## src/rtl/dct_pkg.sv

```systemverilog
package dct_pkg;

  localparam int unsigned MaxResults = 8;

  localparam logic [3:0] KIND_NEWLINE = 4'd0;
  localparam logic [3:0] KIND_COLON   = 4'd1;
  localparam logic [3:0] KIND_LPAREN  = 4'd2;
  localparam logic [3:0] KIND_RPAREN  = 4'd3;
  localparam logic [3:0] KIND_LBRACE  = 4'd4;
  localparam logic [3:0] KIND_RBRACE  = 4'd5;
  localparam logic [3:0] KIND_DOLLAR  = 4'd6;
  localparam logic [3:0] KIND_ARROW   = 4'd7;
  localparam logic [3:0] KIND_SECTION = 4'd8;
  localparam logic [3:0] KIND_STRING  = 4'd9;
  localparam logic [3:0] KIND_CREATE  = 4'd10;
  localparam logic [3:0] KIND_BOOLEAN = 4'd11;
  localparam logic [3:0] KIND_IDENT   = 4'd12;
  localparam logic [3:0] KIND_NUMBER  = 4'd13;
  localparam logic [3:0] KIND_ERROR   = 4'd14;

  localparam logic [2:0] SectLen    = 3'd5;
  localparam logic [2:0] CreateLen  = 3'd6;
  localparam logic [2:0] BooleanLen = 3'd7;

  typedef struct packed {
    logic       op;
    logic [7:0] in_char;
  } in_item_t;

  typedef struct packed {
    logic [3:0] token_kind;
    logic       has_char;
    logic [7:0] out_char;
    logic       last_of_token;
  } out_item_t;

  typedef struct packed {
    logic [3:0]                      count;
    out_item_t [MaxResults-1:0]      items;
  } group_t;

  function automatic logic [7:0] sect_char(logic [2:0] idx);
    logic [7:0] ch;
    ch = 8'h00;
    unique case (idx)
      3'd0:              ch = "<";
      3'd1, 3'd2, 3'd3:  ch = "-";
      3'd4:              ch = ">";
      default:           ch = 8'h00;
    endcase
    return ch;
  endfunction

  function automatic logic [7:0] kw_char(logic sel, logic [2:0] idx);
    logic [7:0] ch;
    ch = 8'h00;
    if (sel) begin
      unique case (idx)
        3'd0:       ch = "b";
        3'd1, 3'd2: ch = "o";
        3'd3:       ch = "l";
        3'd4:       ch = "e";
        3'd5:       ch = "a";
        3'd6:       ch = "n";
        default:    ch = 8'h00;
      endcase
    end else begin
      unique case (idx)
        3'd0:       ch = "c";
        3'd1:       ch = "r";
        3'd2, 3'd5: ch = "e";
        3'd3:       ch = "a";
        3'd4:       ch = "t";
        default:    ch = 8'h00;
      endcase
    end
    return ch;
  endfunction

endpackage

```

## src/rtl/dsl_character_tokenizer.sv

```systemverilog
// channel | direction | handshake                | payload
// in      | input     | in_valid_i / in_ready_o  | in_data_i  (op, in_char)
// out     | output    | out_valid_o / out_ready_i| out_data_o (token_kind, has_char,
//         |           |                          |  out_char, last_of_token)
// one input character per cycle while the queue has room; it is registered, tokenized
// from that register, and its results (zero to eight) enter a queue of result groups,
// Depth groups deep; results leave one per cycle from the queue head while out_ready_i
// is high, so n results make n transfers; keyword flushes are the long groups
// reset clears the lexer state, the input register and the queue; no clearing pass
// a stalled output fills the queue, then in_ready_o drops until a group drains
module dsl_character_tokenizer
  import dct_pkg::*;
#(
  parameter int unsigned Depth = 4
) (
  input  logic      clk_i,
  input  logic      rst_ni,
  input  logic      in_valid_i,
  output logic      in_ready_o,
  input  in_item_t  in_data_i,
  output logic      out_valid_o,
  input  logic      out_ready_i,
  output out_item_t out_data_o
);

  localparam int unsigned PtrW = (Depth > 1) ? $clog2(Depth) : 1;
  localparam int unsigned CntW = $clog2(Depth + 1);

  logic              in_valid_q, in_valid_d;
  in_item_t          in_q;
  logic              step;
  group_t            grp;
  logic              push, pop, full, empty;
  logic [PtrW-1:0]   wr_ptr_q, wr_ptr_d, rd_ptr_q, rd_ptr_d;
  logic [CntW-1:0]   cnt_q, cnt_d;
  logic [2:0]        idx_q, idx_d;
  group_t            fifo_q [Depth];
  group_t            head;
  logic              out_xfer, head_done;

  dct_lexer u_lexer (
    .clk_i  (clk_i),
    .rst_ni (rst_ni),
    .step_i (step),
    .item_i (in_q),
    .grp_o  (grp)
  );

  assign full       = (cnt_q == CntW'(Depth));
  assign empty      = (cnt_q == '0);
  assign step       = in_valid_q && !full;
  assign in_ready_o = !in_valid_q || step;
  assign in_valid_d = (in_valid_i && in_ready_o) || (in_valid_q && !step);
  assign push       = step && (grp.count != 4'd0);

  assign head        = fifo_q[rd_ptr_q];
  assign out_valid_o = !empty;
  assign out_data_o  = head.items[idx_q];
  assign out_xfer    = out_valid_o && out_ready_i;
  assign head_done   = ({1'b0, idx_q} + 4'd1) == head.count;
  assign pop         = out_xfer && head_done;

  always_comb begin
    wr_ptr_d = wr_ptr_q;
    rd_ptr_d = rd_ptr_q;
    idx_d    = idx_q;
    if (push) begin
      wr_ptr_d = (wr_ptr_q == PtrW'(Depth - 1)) ? '0 : wr_ptr_q + PtrW'(1);
    end
    if (out_xfer) begin
      idx_d = head_done ? 3'd0 : idx_q + 3'd1;
    end
    if (pop) begin
      rd_ptr_d = (rd_ptr_q == PtrW'(Depth - 1)) ? '0 : rd_ptr_q + PtrW'(1);
    end
    cnt_d = cnt_q + CntW'(push) - CntW'(pop);
  end

  always_ff @(posedge clk_i or negedge rst_ni) begin
    if (!rst_ni) begin
      in_valid_q <= 1'b0;
      wr_ptr_q   <= '0;
      rd_ptr_q   <= '0;
      cnt_q      <= '0;
      idx_q      <= '0;
    end else begin
      in_valid_q <= in_valid_d;
      wr_ptr_q   <= wr_ptr_d;
      rd_ptr_q   <= rd_ptr_d;
      cnt_q      <= cnt_d;
      idx_q      <= idx_d;
    end
  end

  always_ff @(posedge clk_i) begin
    if (in_valid_i && in_ready_o) begin
      in_q <= in_data_i;
    end
    if (push) begin
      fifo_q[wr_ptr_q] <= grp;
    end
  end

endmodule

```

## src/rtl/dct_lexer.sv

```systemverilog
module dct_lexer
  import dct_pkg::*;
(
  input  logic     clk_i,
  input  logic     rst_ni,
  input  logic     step_i,
  input  in_item_t item_i,
  output group_t   grp_o
);

  localparam logic [3:0] M_IDLE    = 4'd0;
  localparam logic [3:0] M_SLASH   = 4'd1;
  localparam logic [3:0] M_COMMENT = 4'd2;
  localparam logic [3:0] M_DASH    = 4'd3;
  localparam logic [3:0] M_SECT    = 4'd4;
  localparam logic [3:0] M_STRING  = 4'd5;
  localparam logic [3:0] M_KW      = 4'd6;
  localparam logic [3:0] M_IDENT   = 4'd7;
  localparam logic [3:0] M_NUMBER  = 4'd8;

  typedef struct packed {
    logic [3:0] mode;
    logic [2:0] mcount;
    logic       ksel;
    logic       halted;
  } lex_st_t;

  typedef struct packed {
    lex_st_t st;
    group_t  grp;
  } step_t;

  lex_st_t st_q, st_d;
  step_t   res;

  function automatic out_item_t mk(logic [3:0] kind, logic has, logic [7:0] ch, logic last);
    out_item_t it;
    it.token_kind    = kind;
    it.has_char      = has;
    it.out_char      = ch;
    it.last_of_token = last;
    return it;
  endfunction

  function automatic step_t push(step_t s, out_item_t it);
    step_t r;
    r = s;
    if (r.grp.count < 4'(MaxResults)) begin
      r.grp.items[r.grp.count[2:0]] = it;
      r.grp.count = r.grp.count + 4'd1;
    end
    return r;
  endfunction

  function automatic logic is_alpha(logic [7:0] c);
    return (c >= "a" && c <= "z") || (c >= "A" && c <= "Z") || c == "_";
  endfunction

  function automatic logic is_digit(logic [7:0] c);
    return c >= "0" && c <= "9";
  endfunction

  function automatic step_t fail(step_t s, logic [7:0] c);
    step_t r;
    r = push(s, mk(KIND_ERROR, 1'b1, c, 1'b1));
    r.st.halted = 1'b1;
    r.st.mode   = M_IDLE;
    r.st.mcount = 3'd0;
    return r;
  endfunction

  function automatic step_t start_token(step_t s, logic [7:0] c);
    step_t r;
    r = s;
    r.st.mode   = M_IDLE;
    r.st.mcount = 3'd0;
    case (c)
      " ":          r = r;
      "/":          r.st.mode = M_SLASH;
      8'h0D, 8'h0A: r = push(r, mk(KIND_NEWLINE, 1'b0, 8'h00, 1'b1));
      ":":          r = push(r, mk(KIND_COLON, 1'b0, 8'h00, 1'b1));
      "(":          r = push(r, mk(KIND_LPAREN, 1'b0, 8'h00, 1'b1));
      ")":          r = push(r, mk(KIND_RPAREN, 1'b0, 8'h00, 1'b1));
      "{":          r = push(r, mk(KIND_LBRACE, 1'b0, 8'h00, 1'b1));
      "}":          r = push(r, mk(KIND_RBRACE, 1'b0, 8'h00, 1'b1));
      "$":          r = push(r, mk(KIND_DOLLAR, 1'b0, 8'h00, 1'b1));
      "-":          r.st.mode = M_DASH;
      "<": begin
        r.st.mode   = M_SECT;
        r.st.mcount = 3'd1;
      end
      8'h22:        r.st.mode = M_STRING;
      "c": begin
        r.st.mode   = M_KW;
        r.st.ksel   = 1'b0;
        r.st.mcount = 3'd1;
      end
      "b": begin
        r.st.mode   = M_KW;
        r.st.ksel   = 1'b1;
        r.st.mcount = 3'd1;
      end
      default: begin
        if (is_alpha(c)) begin
          r.st.mode = M_IDENT;
          r = push(r, mk(KIND_IDENT, 1'b1, c, 1'b0));
        end else if (is_digit(c)) begin
          r.st.mode = M_NUMBER;
          r = push(r, mk(KIND_NUMBER, 1'b1, c, 1'b0));
        end else begin
          r = fail(r, c);
        end
      end
    endcase
    return r;
  endfunction

  function automatic step_t ident_next(step_t s, logic eol, logic [7:0] c);
    step_t r;
    r = s;
    if (!eol && (is_alpha(c) || is_digit(c))) begin
      r = push(r, mk(KIND_IDENT, 1'b1, c, 1'b0));
    end else begin
      r = push(r, mk(KIND_IDENT, 1'b0, 8'h00, 1'b1));
      r.st.mode = M_IDLE;
      if (!eol) r = start_token(r, c);
    end
    return r;
  endfunction

  always_comb begin
    logic       eol;
    logic [7:0] c;
    logic [2:0] len;
    logic [2:0] mc;
    eol = item_i.op;
    c   = item_i.in_char;
    len = st_q.ksel ? BooleanLen : CreateLen;
    mc  = (st_q.mcount > len) ? len : st_q.mcount;
    res = '0;
    res.st = st_q;
    if (!st_q.halted) begin
      unique case (st_q.mode)
        M_SLASH: begin
          if (!eol && c == "/") begin
            res = push(res, mk(KIND_NEWLINE, 1'b0, 8'h00, 1'b1));
            res.st.mode = M_COMMENT;
          end else begin
            res = fail(res, "/");
          end
        end
        M_COMMENT: begin
          if (eol) res.st.mode = M_IDLE;
        end
        M_DASH: begin
          if (!eol && c == ">") begin
            res = push(res, mk(KIND_ARROW, 1'b0, 8'h00, 1'b1));
            res.st.mode = M_IDLE;
          end else begin
            res = fail(res, "-");
          end
        end
        M_SECT: begin
          if (st_q.mcount < SectLen && !eol && c == sect_char(st_q.mcount)) begin
            res.st.mcount = st_q.mcount + 3'd1;
            if (res.st.mcount >= SectLen) begin
              res = push(res, mk(KIND_SECTION, 1'b0, 8'h00, 1'b1));
              res.st.mode   = M_IDLE;
              res.st.mcount = 3'd0;
            end
          end else begin
            res = fail(res, "<");
          end
        end
        M_STRING: begin
          if (eol || c == 8'h22) begin
            res = push(res, mk(KIND_STRING, 1'b0, 8'h00, 1'b1));
            res.st.mode = M_IDLE;
          end else begin
            res = push(res, mk(KIND_STRING, 1'b1, c, 1'b0));
          end
        end
        M_KW: begin
          if (mc < len && !eol && c == kw_char(st_q.ksel, mc)) begin
            res.st.mcount = mc + 3'd1;
            if (res.st.mcount >= len) begin
              res = push(res, mk(st_q.ksel ? KIND_BOOLEAN : KIND_CREATE,
                                 1'b0, 8'h00, 1'b1));
              res.st.mode   = M_IDLE;
              res.st.mcount = 3'd0;
            end
          end else begin
            // matched prefix flushed as identifier characters
            for (int i = 0; i < MaxResults - 1; i++) begin
              if (3'(i) < mc) begin
                res.grp.items[i] = mk(KIND_IDENT, 1'b1, kw_char(st_q.ksel, 3'(i)), 1'b0);
              end
            end
            res.grp.count = {1'b0, mc};
            res.st.mcount = 3'd0;
            res.st.mode   = M_IDENT;
            res = ident_next(res, eol, c);
          end
        end
        M_IDENT: res = ident_next(res, eol, c);
        M_NUMBER: begin
          if (!eol && (is_digit(c) || (c >= "A" && c <= "F"))) begin
            res = push(res, mk(KIND_NUMBER, 1'b1, c, 1'b0));
          end else begin
            res = push(res, mk(KIND_NUMBER, 1'b0, 8'h00, 1'b1));
            res.st.mode = M_IDLE;
            if (!eol) res = start_token(res, c);
          end
        end
        default: begin
          res.st.mode = M_IDLE;
          if (!eol) res = start_token(res, c);
        end
      endcase
    end
  end

  assign st_d  = step_i ? res.st : st_q;
  assign grp_o = res.grp;

  always_ff @(posedge clk_i or negedge rst_ni) begin
    if (!rst_ni) begin
      st_q <= '0;
    end else begin
      st_q <= st_d;
    end
  end

endmodule

```

## config.mk

```make
export PLATFORM = sky130hd
export DESIGN_NAME = dsl_character_tokenizer
export DESIGN_NICKNAME = d
export VERILOG_FILES = /design/src/rtl/dct_pkg.sv /design/src/rtl/dsl_character_tokenizer.sv /design/src/rtl/dct_lexer.sv
export SDC_FILE = /design/constraint.sdc
export NUM_CORES = 1
export LEC_CHECK = 0
export BUFFER_PORTS_ARGS = -buffer_cell sky130_fd_sc_hd__buf_4
export CAP_MARGIN = 20
export CELL_PAD_IN_SITES_DETAIL_PLACEMENT = 1
export CELL_PAD_IN_SITES_GLOBAL_PLACEMENT = 2
export CORE_MARGIN = 8
export CORE_UTILIZATION = 40
export DETAILED_ROUTE_END_ITERATION = 12
export PLACE_DENSITY_LB_ADDON = 0.1
export SYNTH_ARGS = -nofsm -noshare
export SYNTH_HDL_FRONTEND = slang
export SYNTH_SLANG_ARGS = --single-unit
```

## constraint.sdc

```tcl
create_clock -name clk_i -period 8.9 [get_ports clk_i]
set_input_delay 2.67 -clock clk_i [delete_from_list [all_inputs] [get_ports clk_i]]
set_output_delay 2.67 -clock clk_i [all_outputs]
set_load 0.1 [all_outputs]
```

# Word-level counts from Yosys, hierarchy flattened
# Memory sizes are Yosys's and may differ from the RTL's.
# Cells that the tools add are included.
# classes
n_lt_le_gt_ge,31
muxes,159
reduce_logical,52
n_bitwise,74
eq_ne,54
addsub,12
# op_table
op,count
two-way mux 116 bit,34
case mux 117 bit (8 select lines),4
two-way mux 125 bit,20
bitwise mux 112 bit,10
case mux 121 bit (8 select lines),1
NOT 88 bit,10
NOT 96 bit,9
AND 12 x 96 -> 96 bit,6
two-way mux 14 bit,39
AND 11 x 88 -> 88 bit,6
NOT 104 bit,3
AND 96 bit,3
AND 88 bit,3
AND 13 x 104 -> 104 bit,2
demux 14 bit (select 3 bit),4
OR 3 x 24 -> 24 bit,6
two-way mux 123 bit,1
two-way mux 121 bit,1
two-way mux 117 bit,1
AND 104 bit,1
OR 2 x 16 -> 16 bit,6
case mux 4 bit (6 select lines),4
AND 77 x 88 -> 88 bit,1
== test 8 x 6 -> 1 bit (second input constant),10
72 further kinds,197
# word_totals
n_memories,1
inputBits,13
ram_bits,464
wordCells,394
reg_bits,29
# mem_list
memory,depth,word_bits,rd,rd_ports_with_merged_regs,wr,line_no,rtl
fifo_q,4,116,1,0,1,dsl_character_tokenizer.sv:37,group_t fifo_q [Depth];

# Depth between registers and ports, before layout
# Gate-level depths: netlist of the first run.
# depth
ltp_word,37
depth_mapped,24
mapped_depth_nobuf,19

# Hierarchy
# From an unflattened synthesis of the first run, not the netlist that was laid out.
# unflattened
cells_unflattened,1637
area_unflattened_um2,23837.9
# modules_own_cells
module,area_per_inst_um2,n_inst,cells_each,seq_area_each_um2
dsl_character_tokenizer,18486.5,1,763,14478.9
dct_lexer,5351.4,1,874,225.2

# Least setup slack after synthesis of the first run
# Ideal clock, no wire load.
# synth_path
kind,reg2reg
from,register u_lexer.st_q[2] in the netlist's numbering
to,"memory fifo_q[0][0] in the netlist's numbering, enable pin"
setup_slack_ns,1.248
n_path_buf,5
period_less_slack_ns,7.652
arrival_ns,7.163
path_stages_with_launch,23
cell_sequence,dfrtp_1 > inv_1 > ha_1 > nor2b_1 > buf_2 > and3_1 > or2_1 > clkbuf_1 > clkinv_1 > clkbuf_1 > clkbuf_1 > ha_1 > or2_2 > a31oi_1 > a41oi_1 > o221ai_1 > mux2_2 > o211ai_2 > nand2_1 > o31ai_1 > o21ba_1 > buf_6 > and2_1
# synth_between
elab_chain_len,21
# synth_lines
element,line_no,rtl
start: declaration,dct_lexer.sv:33,"lex_st_t st_q, st_d;"
start signal: assignment,dct_lexer.sv:230,st_q <= st_d;
greater-than comparator 3 bit,dct_lexer.sv:139,mc = (st_q.mcount > len) ? len : st_q.mcount;
two-way mux 3 bit,dct_lexer.sv:139,
adder 3 x 1 -> 4 bit,dct_lexer.sv:50,r.grp.count = r.grp.count + 4'd1;
two-way mux 116 bit,dct_lexer.sv:121,if (!eol && (is_alpha(c) || is_digit(c))) begin
two-way mux 116 bit,dct_lexer.sv:184,"if (mc < len && !eol && c == kw_char(st_q.ksel, mc)) begin"
two-way mux 116 bit,dct_lexer.sv:143,unique case (st_q.mode)
two-way mux 116 bit,dct_lexer.sv:142,if (!st_q.halted) begin
adder 4 x 1 -> 4 bit or < comparator 4 bit (tied branches),"dct_lexer.sv:50, dct_lexer.sv:48",
[... 6 more ...],n/a,
two-way mux 125 bit,dct_lexer.sv:184,
case mux 121 bit (8 select lines) (*),dct_lexer.sv:143,
two-way mux 117 bit (*),dct_lexer.sv:142,
nonzero test 4 bit (*),dsl_character_tokenizer.sv:54,assign push = step && (grp.count != 4'd0);
logical AND 1 bit (*),dsl_character_tokenizer.sv:54,
via push,dsl_character_tokenizer.sv:33,"logic push, pop, full, empty;"
two-way mux 1 bit (*),dsl_character_tokenizer.sv:99,if (push) begin
two-way mux 1 bit (implied by the code) (*),dsl_character_tokenizer.sv:100,fifo_q[wr_ptr_q] <= grp;
end: declaration,dsl_character_tokenizer.sv:37,
# Mark *: on every way through the listed nets, which the timed path passes. The rest lies on a longest branch. The select of a mux whose other input is x is not followed.

# Final worst setup path of the first run
# layout_path
from,register u_lexer.st_q[4] in the netlist's numbering
to,"memory fifo_q[2][87] in the netlist's numbering, enable pin"
# layout_between
elab_chain_len,21
# layout_lines
element,line_no
greater-than comparator 3 bit,dct_lexer.sv:139
two-way mux 3 bit,dct_lexer.sv:139
adder 3 x 1 -> 4 bit,dct_lexer.sv:50
two-way mux 116 bit,dct_lexer.sv:121
two-way mux 116 bit,dct_lexer.sv:184
two-way mux 116 bit,dct_lexer.sv:143
two-way mux 116 bit,dct_lexer.sv:142
adder 4 x 1 -> 4 bit or < comparator 4 bit (tied branches),"dct_lexer.sv:50, dct_lexer.sv:48"
[... 5 more ...],n/a
two-way mux 125 bit,dct_lexer.sv:121
two-way mux 125 bit,dct_lexer.sv:184
case mux 121 bit (8 select lines) (*),dct_lexer.sv:143
two-way mux 117 bit (*),dct_lexer.sv:142
nonzero test 4 bit (*),dsl_character_tokenizer.sv:54
logical AND 1 bit (*),dsl_character_tokenizer.sv:54
two-way mux 1 bit (*),dsl_character_tokenizer.sv:99
two-way mux 1 bit (implied by the code) (*),dsl_character_tokenizer.sv:100
# Every way passes the cells marked *; elsewhere a longest branch is shown, timed or not. The select of a mux whose other input is x is not followed.

==> results of run 1 <==
area by class of cell:
cell class,count,area (sq um)
inverter,30,113
clock inverter,27,309
tap,756,946
timing repair buffer,68,583
fill,5571,30700
clock buffer,67,1390
multi-input combinational,857,7620
sequential,493,14700
where the power goes:
| part | switching [W] | leakage, nW | internal, W | total (W) |
|---|---|---|---|---|
| combinational | 0.00158 | 2.79 | 0.000947 | 0.00252 |
| clock | 0.000917 | 0.825 | 0.00125 | 0.00217 |
| sequential | 0.000121 | 4.75 | 0.00254 | 0.00266 |
| total | 0.00262 | 8.37 | 0.00474 | 0.00736 |
metrics by stage:
stage | instance area, sq um | total power (W) | instances | setup WS (ns)
after floorplan | 22800 | 0.00458 | 1479 | 1.25
after global placement | 24000 | 0.00527 | 2203 | 1.78
after detailed placement | 24000 | 0.00527 | 2204 | 1.73
after CTS | 25700 | 0.00746 | 2298 | 1.70
after global routing | 25700 | 0.00766 | 2298 | 1.26
final | 25700 | 0.00736 | 2298 | 1.66
worst register-to-register path: cells and delay by family, from the launching register on:
family	cells	cell delay [ns]
simple gates	6	2.04
buf+inv	4	1.16
flops	1	0.69
mux	1	0.39
compound gates	6	1.58
fa+ha+maj	2	1.06
how the worst min path moves through the flow:
stage	to	cells after the start	from
after floorplan	wr_ptr_q[1]	1	wr_ptr_q[1]
after global placement	wr_ptr_q[1]	1	wr_ptr_q[1]
after detailed placement	wr_ptr_q[1]	1	wr_ptr_q[1]
after CTS	wr_ptr_q[1]	1	wr_ptr_q[1]
after global routing	wr_ptr_q[1]	1	wr_ptr_q[1]
final	idx_q[2]	1	idx_q[2]
logic make-up (layout without fill, tap and decap cells):
logic type                 count (synthesis)  count (layout)  synth area share [%]
AOI/OAI and AO/OA                        250             250                  7.14
adders and majority gates                 25              25                  1.40
DFF                                      493             493                  64.4
buffers and inverters                    129             192                  2.31
xor gates and xnor gates                  20              20                 0.767
muxes                                    178             178                  15.9
and+or+nand+nor                          384             384                  8.12
flip-flops by register name, summed over array words and instances (netlist names):
signal	count
u_lexer.st_q	9
cnt_q	3
rd_ptr_q	2
in_q	9
in_valid_q	1
wr_ptr_q	2
fifo_q	464
idx_q	3
per-layer routing:
metal	share of wire [%]	track usage (%)
met5	0	0
met4	2.3	5.43
met3	4.4	2.31
met2	47	33.8
met1	46	31.0
layout by cell type (no fill, tap or decap), types with 7 or more instances in the layout:
cell / synthesis / final
edfxtp_1: 473 / 473
inv_1: 29 / 29
o21a_1: 7 / 7
xnor2_1: 14 / 14
mux2_2: 20 / 20
buf_4: 4 / 61
clkinv_2: 0 / 8
mux2i_1: 11 / 11
nor3_1: 35 / 35
a31oi_1: 13 / 13
a21o_1: 7 / 7
clkbuf_1: 63 / 13
a211oi_1: 11 / 11
ha_1: 24 / 24
mux4_2: 144 / 144
o21ai_0: 47 / 47
nor2_1: 128 / 128
and2_1: 11 / 7
nand2_1: 100 / 99
clkbuf_16: 0 / 53
nand3_1: 26 / 26
nand4_1: 9 / 9
dfrtp_1: 20 / 16
nand2b_1: 13 / 13
a21boi_0: 8 / 8
a21oi_1: 84 / 83
nor4_1: 12 / 12
o22ai_1: 9 / 9
nor2b_1: 8 / 8
and3_1: 7 / 7
o31ai_1: 9 / 9
==> results.cfg, run 1 <==
[floorplan]
num_rows = 87
die_height_microns = 255
top_level_ports = 29
die_x_microns = 255
start_util_pct = 40.5
area_enclosed_by_the_die_boundary_sq_um = 65000
fp.coreArea_sq_um = 56400

[logic_synthesis]
mappedNetlistNets = 1517
netlist-cell-type-count = 86
synthArstFlopShare_pct = 4.06
yosysTopAreaCell = edfxtp_1
ys_warn_count = 0
syn_avg_cell_area_sq_um = 15.4
netlist.area_leader.share_pct = 62.2
yosysMostFrequentCell = edfxtp_1
yosys-top-cells-area = edfxtp_1 (62%), mux4_2 (14%), dfrtp_1 (2.2%), nor2_1 (2.1%), a21oi_1 (1.8%)
ys.flop_type = edfxtp_1
synthesis.instances = 1479
yosys-top-cells-count = edfxtp_1 (473), mux4_2 (144), nor2_1 (128)
ys_seq_area_share_pct = 64.4
netlist_area_sq_um = 22800
synth-edff-count = 473
ys_ff_latch = 493

[flow_run]
max-cap-violations = 0

[place]
placement.io_buffers = 28
place_congestion = 0.867
dp_hpwl_microns = 45200

[timing]
clock_skew_ns = 0.0218
setup_violations = 0
min_period_over_period_pct = 81.4
worst_hold_slack_ns = 0.589
achievable-frequency_ghz = 0.138
timing.slew.headroom_pct = 27.2
worst_slew_pin_slew_ns = 1.09
slew_viol_final = 0
post-route-min-period_ns = 7.24
timing.final.hold_violations = 0
unrepaired_setup_endpoints_after_global_routing = no
total_negative_setup_slacks_ns = 0

[critical_path]
crit_chain = ha_1, nor2b_1, and3_1, or2_1, buf_4, clkinv_1, ha_1, or2_2, a31oi_1, a41oi_1, o221ai_1, mux2_2, o211ai_2, nand2_2, buf_4, o31ai_1, o21ba_1, and2_4, buf_4
worst_path_largest_cell_delay_ns = 0.81
cp.depth = 19
r2r_end = fifo_q[2][87]
worstSetupEndpoint = fifo_q[2][87]
cp_capture_type = register
critical_path_buf_inv_count = 4
cp_data_arrival_time_ns = 7.53
reg2reg_from = u_lexer.st_q[4]
critPathRequiredTime_ns = 9.18
worst-r2r-cell-count = 19
critical-path-top-cell-by-count = buf_4
worstSetupStartpoint = u_lexer.st_q[4]
worst_setup_path_start_kind = register
rrSetupSlack_ns = 1.66
highest_fanout_seen_on_the_critical_path = 50
worst-setup-path-type = register to register
crit_path_top_delay_cell = ha_1
worst_path_dominant_cell_family = simple AND/OR/NAND/NOR gates

[clock_tree]
clockRootBuffer = clkbuf_16
clk_latency_ns = 0.61
clkSlewWorstSetupHoldPaths_ns = 0.06
cts.path.max_buffers = 3
cts_resized = 0
cts.htree.levels = 2
cts-hold-fix-buffers = 0
setup_fix_bufs_post_cts = 0
tritoncts_clock_tree = yes
cts_buffers = 53
cts_sink_cnt = 493

[power]
p_leak_nw = 8.37
peakVddDrop_uv = 705
powerDensity_nw_per_um2 = 287

[routing]
detailroute.via_count = 13600
detail-route-antenna-nets = 0
postRouteWirelength_microns = 68000
firstDrtPassIters = 5
wl_per_cell_microns = 29.6
initialDrtViolationCount = 1116
drc_errors = 0
drt-vias-per-instance = 5.91

[grt]
grt_first_pass_wirelength_microns = 101000
antenna_found_initial = 0
groute.usage.overall_pct = 21.2
grt_overflow = 0
grt_start_max_net_pins = 88
first_global_vias = 14200

[hold_path]
min-delay-path-class = register to register

[layout]
area_growth_pct = 12.4
final_nets = 1541
final_core_util_pct = 45.5
drive_above_1_share_pct = 22.4
n_antenna_cell = 0

[run_status]
run_status = finished clean
No activity file was read; power rests on OpenSTA's default activity.
==> run 2, diff against run 1 <==
==> constraint.sdc (replaced) <==
create_clock -name clk_i -period 6.6 [get_ports clk_i]
set_input_delay 1.98 -clock clk_i [delete_from_list [all_inputs] [get_ports clk_i]]
set_output_delay 1.98 -clock clk_i [all_outputs]
set_load 0.1 [all_outputs]
==> run 2 against run 1 <==
First-iteration DRC count rose by 3.2%. Flip-flop and latch count did not move. Worst setup slack got worse by 1.1 ns. Critical path depth fell by 2.
==> results.cfg, run 2 (synthesis gave the netlist of run 1 again) <==
[floorplan]
die_x_microns = 255
num_rows = 87
area_enclosed_by_the_die_boundary_sq_um = 65000
fp.coreArea_sq_um = 56400
die_height_microns = 255
top_level_ports = 29
start_util_pct = 40.5

[layout]
mostFrequentLayoutCells = edfxtp_1 (473), mux4_2 (144), nor2_1 (128), nand2_1 (99)
multi_input_area_sq_um = 7620
layout.cells.most_common = edfxtp_1
area_growth_pct = 13.5
final_core_util_pct = 46.0
drive_above_1_share_pct = 23.9
largest_register_ff_count = 464
registers.top_by_ff_count = fifo_q
register_area_sq_um = 14700
final_nets = 1568
fillCellCount = 5569
largest_registers = fifo_q: 464 flops, in_q: 9 flops, u_lexer.st_q: 9 flops

[clock_tree]
tritoncts_clock_tree = yes
cts.path.max_buffers = 3
cts_sink_cnt = 493
cts_resized = 0
cts_buffers = 52
setup_fix_bufs_post_cts = 0
clkSlewWorstSetupHoldPaths_ns = 0.06
clockRootBuffer = clkbuf_16
clk_latency_ns = 0.59
cts.htree.levels = 2
cts-hold-fix-buffers = 0

[grt]
grt_start_max_net_pins = 63
grt_first_pass_wirelength_microns = 103000
groute.usage.overall_pct = 21.5
grt_overflow = 0
first_global_vias = 14600
antenna_found_initial = 2

[timing]
total_negative_setup_slacks_ns = 0
timing.final.hold_violations = 0
slew_viol_final = 0
final_critical_path_setup_slack_ns = 0.578
min_period_over_period_pct = 91.3
clock_skew_ns = 0.0157
timing.slew.headroom_pct = 32.3
setup_violations = 0
achievable-frequency_ghz = 0.166
unrepaired_setup_endpoints_after_global_routing = no
post-route-min-period_ns = 6.02
worst_slew_pin_slew_ns = 1.01

[place]
dp_hpwl_microns = 48100
place_congestion = 0.866
pre_cts_slack_ns = 0.576
placement.io_buffers = 28

[power]
p_leak_nw = 8.53
netSwitchingPower_w = 0.00353
peakVddDrop_uv = 434
power.share.sequential_pct = 37.1
comb_power_share_pct = 34.2
power_switching_share_pct = 35.6
cell_internal_pwr_w = 0.00637
powerDensity_nw_per_um2 = 382
power_w = 0.00990
p_clk_share_pct = 28.8

[flow_run]
max-cap-violations = 0

[routing]
postRouteWirelength_microns = 68800
wl_per_cell_microns = 29.6
detail-route-antenna-nets = 0
drc_errors = 0
initialDrtViolationCount = 1152
detailroute.via_count = 13700
firstDrtPassIters = 5
drt-vias-per-instance = 5.88

[critical_path]
critPathRequiredTime_ns = 6.87
worst_path_dominant_cell_family = simple AND/OR/NAND/NOR gates
highest_fanout_seen_on_the_critical_path = 32
crit_path_top_delay_cell = dfrtp_1
critical-path-top-cell-by-count = ha_1
worst-setup-path-type = register to register
worst_setup_path_start_kind = register
cp_data_arrival_time_ns = 6.29
cp_capture_type = register
crit_chain = ha_1, nor2b_1, and3_1, or2_1, clkinv_1, ha_1, or2_2, a31oi_1, a41oi_1, o221ai_1, mux2_2, o211ai_2, nand2_2, o31ai_1, o21ba_1, and2_4, buf_4
critical_path_buf_inv_count = 2
worst_path_largest_cell_delay_ns = 0.69

[hold_path]
min-delay-path-class = register to register

[run_status]
run_status = finished clean
-- run 2: layer usage --
layer | track usage [%] | vias to the layer above | wire length [microns]
met5 | 0 | - | 12
met3 | 3.70 | 101 | 3530
met4 | 6.42 | 2 | 1970
li1 | - | 5982 | -
met1 | 30.1 | 7226 | 30900
met2 | 34.4 | 369 | 32500
-- run 2: worst paths after layout --
check	start	to	slack, ns	cells after the start
max reg2reg	u_lexer.st_q[4]	fifo_q[2][26]	0.58	17
min in group asynchronous	rst_ni	rd_ptr_q[1]	1.29	1
min reg2reg	wr_ptr_q[1]	wr_ptr_q[1]	0.60	1
min	wr_ptr_q[1]	wr_ptr_q[1]	0.60	1
max in group asynchronous	rst_ni	rd_ptr_q[0]	5.03	1
max	u_lexer.st_q[4]	fifo_q[2][26]	0.58	17
-- run 2: per-stage QoR --
stage,cell area (sq um),hold WS [ns],std cells
finish,25900,0.603,2326
global route,25900,0.608,2325
CTS,25900,0.595,2325
detailed placement,24300,0.592,2232
global placement,24300,0.566,2232
floorplan,22800,0.535,1479
-- run 2: area by class of cell --
class	count	area share (%)
diodes	1	0.00965
clock buffers	59	5.20
clock inverters	34	1.17
inverters	30	0.434
multi-input cells	857	29.4
flip-flops and latches	493	56.7
well taps	756	3.65
repair buffers	96	3.41
-- run 2: power groups by stage --
stage | combinational, W | sequential, W | clock [W]
floorplan | 0.00266 | 0.00352 | 0
global placement | 0.00342 | 0.00375 | 0
detailed placement | 0.00342 | 0.00375 | 0
CTS | 0.00343 | 0.00368 | 0.00292
global route | 0.00359 | 0.00369 | 0.00303
finish | 0.00338 | 0.00367 | 0.00285
-- run 2: worst register-to-register path, cell delays in order (launching register included) --
cell	delay, ns
dfrtp_1	0.69
ha_1	0.28
nor2b_1	0.49
and3_1	0.26
or2_1	0.15
clkinv_1	0.09
ha_1	0.24
or2_2	0.32
a31oi_1	0.23
a41oi_1	0.07
o221ai_1	0.21
mux2_2	0.38
o211ai_2	0.35
nand2_2	0.09
o31ai_1	0.46
o21ba_1	0.38
and2_4	0.56
buf_4	0.42
==> run 3, diff against run 2 <==
--- a/config.mk
+++ b/config.mk
@@ -13,6 +13,8 @@
 export CORE_UTILIZATION = 40
 export DETAILED_ROUTE_END_ITERATION = 12
 export PLACE_DENSITY_LB_ADDON = 0.1
+export SKIP_CTS_REPAIR_TIMING = 1
 export SYNTH_ARGS = -nofsm -noshare
 export SYNTH_HDL_FRONTEND = slang
+export SYNTH_HIERARCHICAL = 1
 export SYNTH_SLANG_ARGS = --single-unit
==> run 3 against run 2 <==
Register-to-register slack got worse by 0.12 ns. Worst setup slack lost 0.12 ns. Largest cell class unchanged. Synthesized area increased by 4.4%. Maximum frequency decreased by 2.0%. Clock power is essentially flat. Utilization shrank 2.0 points. Combinational power is 18% higher. Final area about the same. Wire length grew 4.1%. Largest power group is now combinational logic. Flip-flop and latch count unchanged.
==> results.cfg, run 3 <==
[logic_synthesis]
ys_seq_area_share_pct = 61.7
synth-adder-area-share_pct = 1.34
synth-edff-count = 473
post_synthesis_compound_gate_area_fraction_pct = 8.16
dominant_combinational_cell_family_by_area_after_synthesis = multiplexers
post_synth_simple_gate_area_pct = 8.21
netlist_area_sq_um = 23800
yosys-top-cells-area = edfxtp_1 (60%), mux4_2 (14%), buf_4 (3.7%), nand2_1 (2.3%), dfrtp_1 (2.1%)
synthArstFlopShare_pct = 4.06
synthesis.instances = 1637
yosysTopAreaCell = edfxtp_1
syn_avg_cell_area_sq_um = 14.6
netlist-cell-type-count = 85
yosys-mux-area-fraction_pct = 13.9
yosys-top-cells-count = edfxtp_1 (473), mux4_2 (144), nand2_1 (143)
yosys.area_share.xor_xnor_pct = 0.441
mappedNetlistNets = 1675
netlist.area_leader.share_pct = 59.6
yosysMostFrequentCell = edfxtp_1
ys.flop_type = edfxtp_1
ys_ff_latch = 493
ys_warn_count = 6

[critical_path]
highest_fanout_seen_on_the_critical_path = 47
critical-path-top-cell-by-count = ha_1
crit_path_top_delay_cell = dfrtp_1
cp_data_arrival_time_ns = 6.42
crit_chain = clkinv_1, ha_1, nor2b_4, a21oi_1, o21bai_2, inv_1, ha_1, a211oi_1, o311ai_4, o221ai_2, or4_1, o21ai_2, and3_4, o31ai_1, o22ai_1, buf_4, o41a_1, and2_4, buf_12
worst_setup_path_start_kind = register
critPathRequiredTime_ns = 6.87
worst-setup-path-type = register to register
worst_path_dominant_cell_family = compound AO/OA/AOI/OAI gates
critical_path_buf_inv_count = 4
worst_path_largest_cell_delay_ns = 0.67
cp_capture_type = register

[place]
place_congestion = 0.887
dp_hpwl_microns = 49400
placement.io_buffers = 28
pre_cts_slack_ns = 0.470

[clock_tree]
cts.htree.levels = 2
tritoncts_clock_tree = yes
clkSlewWorstSetupHoldPaths_ns = 0.07
cts_sink_cnt = 493
cts.path.max_buffers = 3
cts_buffers = 53
clockRootBuffer = clkbuf_16
clk_latency_ns = 0.61

[grt]
grt_start_max_net_pins = 71
antenna_found_initial = 2
groute.usage.overall_pct = 21.3
first_global_vias = 14700
grt_first_pass_wirelength_microns = 106000
grt_overflow = 0

[layout]
layout.cells.most_common = edfxtp_1
final_nets = 1608
final_core_util_pct = 43.9
drive_above_1_share_pct = 21.1
area_growth_pct = 8.79
fillCellCount = 5845
register_area_sq_um = 14700
n_antenna_cell = 0
mostFrequentLayoutCells = edfxtp_1 (473), mux4_2 (144), nand2_1 (143), nor2_1 (108), buf_4 (85)
largest_registers = fifo_q: 464 flops, in_q: 9 flops, u_lexer/st_q: 9 flops
registers.top_by_ff_count = fifo_q
multi_input_area_sq_um = 7650
largest_register_ff_count = 464

[routing]
detailroute.via_count = 14100
postRouteWirelength_microns = 71700
wl_per_cell_microns = 30.1
drc_errors = 0
drt-vias-per-instance = 5.93
detail-route-antenna-nets = 0
initialDrtViolationCount = 1230
firstDrtPassIters = 5

[timing]
total_negative_setup_slacks_ns = 0
timing.final.hold_violations = 0
final_critical_path_setup_slack_ns = 0.454
slew_viol_final = 0
clock_skew_ns = 0.0306
unrepaired_setup_endpoints_after_global_routing = no
setup_violations = 0
min_period_over_period_pct = 93.1
timing.slew.headroom_pct = 24.1
achievable-frequency_ghz = 0.163
post-route-min-period_ns = 6.15
worst_slew_pin_slew_ns = 1.14

[floorplan]
die_x_microns = 260
fp.coreArea_sq_um = 59000
area_enclosed_by_the_die_boundary_sq_um = 67700
num_rows = 89
top_level_ports = 29
die_height_microns = 260
start_util_pct = 40.4

[power]
peakVddDrop_uv = 602
powerDensity_nw_per_um2 = 405
p_leak_nw = 8.68

[run_status]
run_status = finished clean

[hold_path]
min-delay-path-class = register to register

[flow_run]
max-cap-violations = 0
## run 3: per-stage QoR
stage / std cells / cell area (sq um) / hold WS (ns) / total power [W]
after floorplan: 1637 / 23800 / 0.515 / 0.00658
after global placement: 2288 / 24300 / 0.554 / 0.00778
after detailed placement: 2288 / 24300 / 0.557 / 0.00778
after CTS: 2382 / 25900 / 0.568 / 0.0106
after global routing: 2382 / 25900 / 0.591 / 0.0110
final: 2382 / 25900 / 0.558 / 0.0105
## run 3: report_power, final
| group | leakage (nW) | internal [W] | total (W) | switching [W] |
|---|---|---|---|---|
| combinational | 3.13 | 0.00144 | 0.00398 | 0.00254 |
| clock | 0.791 | 0.00162 | 0.00282 | 0.00121 |
| sequential | 4.75 | 0.00344 | 0.00370 | 0.000261 |
## run 3: layout make-up
class / count / area share (%)
inverter: 30 / 0.434
tap: 773 / 3.73
clock buffer: 71 / 5.41
sequential: 493 / 56.7
multi-input combinational: 897 / 29.5
timing repair buffer: 95 / 3.23
clock inverter: 23 / 0.936
## run 3: kinds of logic (layout without fill, tap and decap cells)
logic type / count (synthesis) / in the layout
flip-flops: 493 / 493
AND/OR/NAND/NOR: 415 / 415
AO/OA/AOI/OAI: 294 / 294
buffers and inverters: 247 / 219
multiplexers: 151 / 151
adder cells (fa/ha/maj): 25 / 25
XOR/XNOR: 12 / 12
## run 3: layer usage
layer	GRT usage, %	wire [microns]	part of all wire (%)
met1	31.5	33500	47
met2	33.7	33600	47
met3	2.57	3350	4.7
met4	4.26	1230	1.7
met5	0	0	0
## run 3: final timing paths
check / slack [ns] / cells after the start / to / from
hold reg to reg: 0.56 / 1 / cnt_q[2] / cnt_q[1]
min in group asynchronous: 1.29 / 1 / u_lexer/st_q[8] / rst_ni
setup / recovery: 0.45 / 19 / fifo_q[2][4] / u_lexer/st_q[2]
setup reg to reg: 0.45 / 19 / fifo_q[2][4] / u_lexer/st_q[2]
max in group asynchronous: 4.99 / 1 / rd_ptr_q[0] / rst_ni
hold / removal: 0.56 / 1 / cnt_q[2] / cnt_q[1]
